### src/hdl/nfa_pkg.sv
// Shared constants, codes and types of the next-fit identifier allocator.
`timescale 1ns / 1ps

package nfa_pkg;

  // Number of identifier slots in the map.
  localparam int unsigned SLOTS = 64;
  // Bits of a slot index.
  localparam int unsigned IDX_W = (SLOTS > 1) ? $clog2(SLOTS) : 1;
  // Bits of an identifier on the ports (identifiers run 1..SLOTS).
  localparam int unsigned ID_W  = 7;
  localparam int unsigned ST_W  = 2;

  // Command codes.
  localparam logic CMD_ALLOC   = 1'b0;
  localparam logic CMD_RELEASE = 1'b1;

  // Status codes.
  localparam logic [ST_W-1:0] ST_OK    = 2'd0;
  localparam logic [ST_W-1:0] ST_FULL  = 2'd1;
  localparam logic [ST_W-1:0] ST_RANGE = 2'd2;
  localparam logic [ST_W-1:0] ST_FREE  = 2'd3;

  // Sequencer states, one-hot.
  typedef enum logic [1:0] {
    S_IDLE = 2'b01,
    S_SCAN = 2'b10
  } state_e;

  // Controls broadcast to every cell of the ring.
  typedef struct packed {
    logic load;     // place the search token at the start slot
    logic advance;  // hand the token to the next cell
    logic grant;    // mark the slot under the token as used
  } cell_ctrl_t;

endpackage

### src/hdl/nfa_cmd_if.sv
// Command channel: valid/ready handshake carrying one request beat.
`timescale 1ns / 1ps

interface nfa_cmd_if;
  import nfa_pkg::*;

  logic            valid;
  logic            ready;
  logic            command;
  logic [ID_W-1:0] release_id;

  modport source (output valid, output command, output release_id, input ready);
  modport sink   (input valid, input command, input release_id, output ready);
endinterface

### src/hdl/nfa_rsp_if.sv
// Response channel: valid/ready handshake carrying one result beat.
`timescale 1ns / 1ps

interface nfa_rsp_if;
  import nfa_pkg::*;

  logic            valid;
  logic            ready;
  logic [ID_W-1:0] granted_id;
  logic [ST_W-1:0] status;

  modport source (output valid, output granted_id, output status, input ready);
  modport sink   (input valid, input granted_id, input status, output ready);
endinterface

### src/hdl/nfa_cell.sv
// One slot of the ring: used bit plus search token passed to the neighbor.
`timescale 1ns / 1ps

module nfa_cell (
  input  logic               clk_i,
  input  logic               rst_ni,
  input  nfa_pkg::cell_ctrl_t ctrl_i,
  input  logic               load_sel_i,
  input  logic               clr_i,
  input  logic               token_prev_i,
  output logic               token_o,
  output logic               used_o,
  output logic               hit_o
);
  import nfa_pkg::*;

  logic used_q, used_d;
  logic token_q, token_d;

  always_comb begin
    token_d = token_q;
    if (ctrl_i.load) begin
      token_d = load_sel_i;
    end else if (ctrl_i.advance) begin
      token_d = token_prev_i;
    end
  end

  always_comb begin
    used_d = used_q;
    if (ctrl_i.grant && token_q) begin
      used_d = 1'b1;
    end else if (clr_i) begin
      used_d = 1'b0;
    end
  end

  always_ff @(posedge clk_i or negedge rst_ni) begin
    if (!rst_ni) begin
      used_q  <= 1'b0;
      token_q <= 1'b0;
    end else begin
      used_q  <= used_d;
      token_q <= token_d;
    end
  end

  assign token_o = token_q;
  assign used_o  = used_q;
  assign hit_o   = token_q & ~used_q;

endmodule

### src/hdl/next_fit_id_allocator.sv
// Top level of the next-fit identifier allocator: cell ring, sequencer, result register.
`timescale 1ns / 1ps

// The allocator keeps one used bit per identifier slot in a ring of cells and
// remembers the slot it granted last. A release beat (command 1) is checked and
// answered in the cycle it is accepted: status 2 for an identifier of zero or
// above SLOTS, status 3 for one that is not allocated, otherwise the bit is
// cleared and status 0 returns; granted_id is always zero on a release. An
// allocate beat (command 0) drops a search token into the cell of the last
// granted slot; the token then moves one cell per clock around the ring until
// it sits on a free slot, which is marked used and returned as slot number
// plus one, after passing over at most SLOTS - 1 used slots; with the map
// full the token makes a full lap and status 1 with granted_id 0 is loaded.
// One request is in flight at a time: a new request is accepted only in the
// idle state and only while the result register is empty or its beat leaves
// in that same cycle, and a finished scan holds while the previous result
// still waits.

module next_fit_id_allocator (
  input  logic       clk_i,
  input  logic       rst_ni,
  nfa_cmd_if.sink    cmd_i,
  nfa_rsp_if.source  rsp_o
);
  import nfa_pkg::*;

  // Sequencer.
  state_e state_q, state_d;

  // Scan bookkeeping: last granted slot, slot under the token and number of steps taken.
  logic [IDX_W-1:0] last_q, last_d;
  logic [IDX_W-1:0] probe_q, probe_d;
  logic [IDX_W-1:0] steps_q, steps_d;

  // Result register.
  logic            out_valid_q, out_valid_d;
  logic [ID_W-1:0] out_id_q, out_id_d;
  logic [ST_W-1:0] out_st_q, out_st_d;

  // Ring signals.
  cell_ctrl_t       ctrl;
  logic [SLOTS-1:0] token;
  logic [SLOTS-1:0] used;
  logic [SLOTS-1:0] hit;
  logic [SLOTS-1:0] load_sel;
  logic [SLOTS-1:0] clr;

  logic             out_free;
  logic             cmd_take;
  logic             any_hit;
  logic             rid_bad;
  logic [IDX_W-1:0] rid_idx;
  logic             rid_used;

  assign out_free = !out_valid_q || rsp_o.ready;
  assign cmd_i.ready = (state_q == S_IDLE) && out_free;
  assign cmd_take = cmd_i.valid && cmd_i.ready;
  assign any_hit  = |hit;

  // Release checks: range, then the used bit of the named slot.
  assign rid_bad  = (cmd_i.release_id == '0) || (cmd_i.release_id > ID_W'(SLOTS));
  assign rid_idx  = IDX_W'(cmd_i.release_id - ID_W'(1));
  assign rid_used = used[rid_idx];

  // Build the ring: each cell takes the token from the one below it.
  for (genvar i = 0; i < SLOTS; i++) begin : g_cell
    localparam int unsigned PREV = (i == 0) ? SLOTS - 1 : i - 1;

    assign load_sel[i] = (last_q == IDX_W'(i));
    assign clr[i] = cmd_take && (cmd_i.command == CMD_RELEASE) && !rid_bad
                    && (rid_idx == IDX_W'(i));

    nfa_cell u_cell (
      .clk_i        (clk_i),
      .rst_ni       (rst_ni),
      .ctrl_i       (ctrl),
      .load_sel_i   (load_sel[i]),
      .clr_i        (clr[i]),
      .token_prev_i (token[PREV]),
      .token_o      (token[i]),
      .used_o       (used[i]),
      .hit_o        (hit[i])
    );
  end

  always_comb begin
    state_d     = state_q;
    last_d      = last_q;
    probe_d     = probe_q;
    steps_d     = steps_q;
    out_valid_d = out_valid_q && !rsp_o.ready;
    out_id_d    = out_id_q;
    out_st_d    = out_st_q;
    ctrl        = '0;

    case (state_q)
      S_IDLE: begin
        if (cmd_take) begin
          if (cmd_i.command == CMD_ALLOC) begin
            // Drop the token on the last granted slot and start walking.
            ctrl.load = 1'b1;
            probe_d   = last_q;
            steps_d   = '0;
            state_d   = S_SCAN;
          end else begin
            // Answer a release at once; the cell clears its own bit.
            out_valid_d = 1'b1;
            out_id_d    = '0;
            if (rid_bad) begin
              out_st_d = ST_RANGE;
            end else if (!rid_used) begin
              out_st_d = ST_FREE;
            end else begin
              out_st_d = ST_OK;
            end
          end
        end
      end

      S_SCAN: begin
        if (any_hit) begin
          // Token sits on a free slot: grant it once the result register frees up.
          if (out_free) begin
            ctrl.grant  = 1'b1;
            last_d      = probe_q;
            out_valid_d = 1'b1;
            out_id_d    = ID_W'(probe_q) + ID_W'(1);
            out_st_d    = ST_OK;
            state_d     = S_IDLE;
          end
        end else if (steps_q == IDX_W'(SLOTS - 1)) begin
          // Full lap without a free slot.
          if (out_free) begin
            out_valid_d = 1'b1;
            out_id_d    = '0;
            out_st_d    = ST_FULL;
            state_d     = S_IDLE;
          end
        end else begin
          // Advance the token one cell, wrapping at the top slot.
          ctrl.advance = 1'b1;
          probe_d      = (probe_q == IDX_W'(SLOTS - 1)) ? '0 : probe_q + IDX_W'(1);
          steps_d      = steps_q + IDX_W'(1);
        end
      end

      default: begin
        state_d = S_IDLE;
      end
    endcase
  end

  always_ff @(posedge clk_i or negedge rst_ni) begin
    if (!rst_ni) begin
      state_q     <= S_IDLE;
      last_q      <= '0;
      probe_q     <= '0;
      steps_q     <= '0;
      out_valid_q <= 1'b0;
    end else begin
      state_q     <= state_d;
      last_q      <= last_d;
      probe_q     <= probe_d;
      steps_q     <= steps_d;
      out_valid_q <= out_valid_d;
    end
  end

  // Payload of the result register needs no reset.
  always_ff @(posedge clk_i) begin
    out_id_q <= out_id_d;
    out_st_q <= out_st_d;
  end

  assign rsp_o.valid      = out_valid_q;
  assign rsp_o.granted_id = out_id_q;
  assign rsp_o.status     = out_st_q;

endmodule

### src/flat_wrapper.sv
// flat-port wrapper written by rule: the top's interface ports become plain ports
module next_fit_id_allocator_flat import nfa_pkg::*;
  (clk_i, rst_ni, cmd_i_valid, cmd_i_command, cmd_i_release_id, cmd_i_ready, rsp_o_valid, rsp_o_granted_id, rsp_o_status, rsp_o_ready);
  nfa_cmd_if cmd_i_i ();
  nfa_rsp_if rsp_o_i ();
  input  logic clk_i;
  input  logic rst_ni;
  input wire logic [$bits(cmd_i_i.valid)-1:0] cmd_i_valid;
  input wire logic [$bits(cmd_i_i.command)-1:0] cmd_i_command;
  input wire logic [$bits(cmd_i_i.release_id)-1:0] cmd_i_release_id;
  output wire logic [$bits(cmd_i_i.ready)-1:0] cmd_i_ready;
  output wire logic [$bits(rsp_o_i.valid)-1:0] rsp_o_valid;
  output wire logic [$bits(rsp_o_i.granted_id)-1:0] rsp_o_granted_id;
  output wire logic [$bits(rsp_o_i.status)-1:0] rsp_o_status;
  input wire logic [$bits(rsp_o_i.ready)-1:0] rsp_o_ready;
  assign cmd_i_i.valid = cmd_i_valid;
  assign cmd_i_i.command = cmd_i_command;
  assign cmd_i_i.release_id = cmd_i_release_id;
  assign cmd_i_ready = cmd_i_i.ready;
  assign rsp_o_valid = rsp_o_i.valid;
  assign rsp_o_granted_id = rsp_o_i.granted_id;
  assign rsp_o_status = rsp_o_i.status;
  assign rsp_o_i.ready = rsp_o_ready;
  next_fit_id_allocator u_core (.clk_i(clk_i), .rst_ni(rst_ni), .cmd_i(cmd_i_i), .rsp_o(rsp_o_i));
endmodule
### config.mk
export PLATFORM = sky130hd
export DESIGN_NAME = next_fit_id_allocator_flat
export DESIGN_NICKNAME = d
export VERILOG_FILES = /design/src/hdl/nfa_pkg.sv /design/src/hdl/nfa_cmd_if.sv /design/src/hdl/nfa_rsp_if.sv /design/src/hdl/nfa_cell.sv /design/src/hdl/next_fit_id_allocator.sv /design/src/flat_wrapper.sv
export SDC_FILE = /design/constraint.sdc
export NUM_CORES = 1
export LEC_CHECK = 0
export CAP_MARGIN = 10
export CORE_MARGIN = 3
export CORE_UTILIZATION = 58
export CTS_CLUSTER_SIZE = 8
export DETAILED_ROUTE_END_ITERATION = 8
export DONT_BUFFER_PORTS = 1
export PLACE_DENSITY = 0.76
export SLEW_MARGIN = 20
export SYNTH_ARGS = -nofsm -noshare
export SYNTH_HDL_FRONTEND = slang
export SYNTH_SLANG_ARGS = --single-unit
### constraint.sdc
create_clock -name clk_i -period 2.8 [get_ports clk_i]
set_clock_uncertainty 0.2 [all_clocks]
set_input_delay 0.84 -clock clk_i [delete_from_list [all_inputs] [get_ports clk_i]]
set_output_delay 0.84 -clock clk_i [all_outputs]
set_load 0.01 [all_outputs]
==> metrics.yaml <==
power_and_ir_drop:
  power_frac_clock_pct: 33.4
  netSwitchingFraction_pct: 31.8
  total_power_w: 0.00670
  p_seq_share_pct: 43.8
  peakVddDrop_mv: 0.626
  intPower_w: 0.00457
  p_comb_share_pct: 22.8
  powerDensity_nw_per_um2: 676
  p_sw_w: 0.00213
  total_leakage_power_nw: 4.59
global_route:
  first_global_vias: 7225
  grt_pass1_wl_um: 43300
  grt_overflow: 0
  grt_usage_pct: 35.5
  grt_max_degree: 150
  antenna_found_initial: 1
die:
  die_w_um: 127
  boundaryPins: 23
  initial_core_util_pct: 60.4
  die_h_um: 127
  die_area_um2: 16200
  rows: 43
  design.core.area_um2: 14100
worst_setup_path:
  crit_slowest_cell: "dfrtp_1"
  critPathRequiredTime_ns: 2.94
  path_class: "reg2reg"
  end_kind: "flop"
  cp_num_buf_inv: 1
  path_cells: "nand2b_1, o2111ai_1, nor4_2, and4_4, buf_4, nand3_1, or2_0, o311ai_1"
  cp-start-kind: "flop"
  critical-path-max-stage-delay_ns: 0.42
  critPathMaxFanout: 5
  crit_family: "simple AND/OR/NAND/NOR gates"
  arrival_ns: 2.84
finish:
  drive_gt1_share_pct: 18.6
  antennaDiodeCount: 0
  final_cell_mix: "dfrtp_1 (148), buf_4 (74), a22o_1 (68), o22ai_1 (66), mux2i_1 (64)"
  layout_commonest_cell: "dfrtp_1"
  fin_nets: 854
  final_util_pct: 70.3
  final_cell_area_um2: 9900
  syn2layout_area_growth_pct: 16.4
place:
  dpl_cell_area_um2: 9320
  gp_congestion: 1.09
  hpwl_um: 19600
  pre_cts_ws_ns: -0.239
  io_buffer_count: 0
yosys:
  synthArstFlopShare_pct: 94.3
  synth_edf_count: 9
  synth-seq-area-share_pct: 47.0
  ys_ff_latch: 158
  synth_nets: 812
  avgSynthCellArea_um2: 10.8
  ys.warnings.count: 0
  post_synth_num_cell_types: 63
  netlist_area_um2: 8510
  syn_inst: 791
  synth-main-ff-cell: "dfrtp_1"
cts:
  path_clk_slew_ns: 0.06
  clock-sinks: 158
  h-tree-depth: 4
  clock_path_buffers: 2
  cts_buffers: 17
  insertion_delay_ns: 0.44
  tritoncts: "built"
  clock_tree.root_cell: "clkbuf_16"
timing:
  hold_viol: 148
  timing.fmax_ghz: 0.369
  period_share_pct: 96.7
  relSlewSlack_pct: 62.8
  holdWs_ns: -0.0939
  grt_setup_unrepaired: "no"
  worst_pin_slew_ns: 0.557
  drv_slew: 0
  finalCriticalPeriod_ns: 2.71
  setup_ws_ns: 0.0916
  setup_viol: 0
drt:
  dr_total_vias: 7539
  vias_per_cell: 7.36
  dr.pass1.iters: 5
  drt_iter0_drc: 1197
  wire_per_inst_um: 27.2
  route.detailed.drc: 0
  wl_um: 27900
  ant_nets: 0
worst_hold_path:
  hold_path_class: "in2async"
status:
  status: "finished, violations left"
  violations: "hold timing"
run:
  cap_violations: 0
-- cells by family (layout without fill, tap and decap cells) --
group	after synthesis	after routing	share of synthesized area [%]
adder cells (fa/ha/maj)	9	9	1.32
AND/OR/NAND/NOR	242	242	15.9
XOR/XNOR	9	9	1.28
buffers and inverters	89	143	4.69
AO/OA/AOI/OAI	199	199	17.5
flip-flops	158	158	47.0
multiplexers	85	85	12.3
-- state kept, by name, summed over array words and instances (netlist names) --
name	count
u_core.g_cell.u_cell.used_o	64
u_core.rsp_o.granted_id	7
u_core.probe_q	6
u_core.steps_q	6
u_core.state_q	2
u_core.rsp_o.valid	1
u_core.last_q	6
u_core.rsp_o.status	2
u_core.g_cell.u_cell.token_o	64
-- routing by layer --
layer  vias to the layer above  GRT usage (%)  wire, um
li1                       3124              -         -
met1                      3757           49.4     10700
met2                       546           52.2     12700
met3                       110           10.7      3300
met4                         2           15.2      1230
met5                         -              0        19
-- synthesized netlist by cell type, types with 2 or more instances --
cell / count / area (um2)
and3_1: 5 / 31.3
xor2_2: 2 / 32.5
mux2i_1: 64 / 641
dfrtp_1: 148 / 3700
nor2_1: 23 / 86.3
o2111ai_1: 17 / 149
a22o_1: 68 / 596
and2_1: 2 / 12.5
buf_2: 13 / 65.1
edfxtp_1: 9 / 270
clkbuf_1: 37 / 139
xnor2_2: 2 / 32.5
nor3_4: 4 / 65.1
o22a_1: 2 / 17.5
o22ai_1: 66 / 413
nand2_1: 38 / 143
mux2_1: 6 / 67.6
buf_6: 6 / 67.6
nor3_1: 5 / 25.0
nand3_1: 55 / 275
o31ai_1: 3 / 22.5
o211ai_1: 3 / 22.5
nand4_1: 36 / 225
buf_1: 7 / 26.3
xor2_1: 3 / 26.3
a21oi_1: 12 / 60.1
a31oi_1: 3 / 18.8
mux4_2: 14 / 315
a21o_1: 2 / 15.0
or3_1: 2 / 12.5
ha_1: 9 / 113
inv_1: 25 / 93.8
nor2b_1: 5 / 31.3
nor4_1: 6 / 37.5
a41oi_1: 2 / 17.5
nand4b_1: 3 / 26.3
o21ai_0: 7 / 35.0
nand2b_1: 51 / 319
xnor2_1: 2 / 17.5
-- metrics by stage --
step	TNS, ns	cells
finish	0	1025
global route	0	1025
CTS	0	1025
detailed placement	-5.47	994
global placement	-3.12	994
floorplan	-3.74	791
-- repair_timing --
item                       CTS  global route
setup buffers                0             0
setup endpoints to repair    9            39
gates resized for setup      1             5
hold endpoints to repair   148           148
-- path summary, 6_finish.rpt --
kind,cells after the start,slack (ns),startpoint,end
worst max-delay path,8,0.09,u_core.g_cell[35].u_cell.used_o$_DFFE_PN0P_,u_core.steps_q[3]$_DFFE_PN0P_
worst min-delay path,0,-0.09,rst_ni,u_core.g_cell[11].u_cell.used_o$_DFFE_PN0P_
worst max register to register,8,0.09,u_core.g_cell[35].u_cell.used_o$_DFFE_PN0P_,u_core.steps_q[3]$_DFFE_PN0P_
worst min register to register,2,0.32,u_core.state_q[0]$_DFFE_PN1P_,u_core.state_q[0]$_DFFE_PN1P_
max in group asynchronous,0,2.12,rst_ni,u_core.state_q[0]$_DFFE_PN1P_
min in group clk_i,2,0.32,u_core.state_q[0]$_DFFE_PN1P_,u_core.state_q[0]$_DFFE_PN1P_
-- power by group through the flow --
| stage | clock network [W] | registers, W | logic [W] |
|---|---|---|---|
| final | 0.00224 | 0.00293 | 0.00153 |
| after global routing | 0.00235 | 0.00295 | 0.00162 |
| after CTS | 0.00223 | 0.00292 | 0.00149 |
| after detailed placement | 0 | 0.00295 | 0.00146 |
| after global placement | 0 | 0.00295 | 0.00140 |
| after floorplan | 0 | 0.00282 | 0.00101 |
-- layout make-up --
type / instances / area (um2)
fill: 1002 / 4190
multi-input combinational: 544 / 4200
clock inverter: 9 / 83.8
clock buffer: 22 / 475
timing repair buffer: 87 / 816
sequential: 158 / 4000
inverter: 25 / 98.8
tap: 180 / 225
Note: power is estimated with default switching activity, not from simulation.
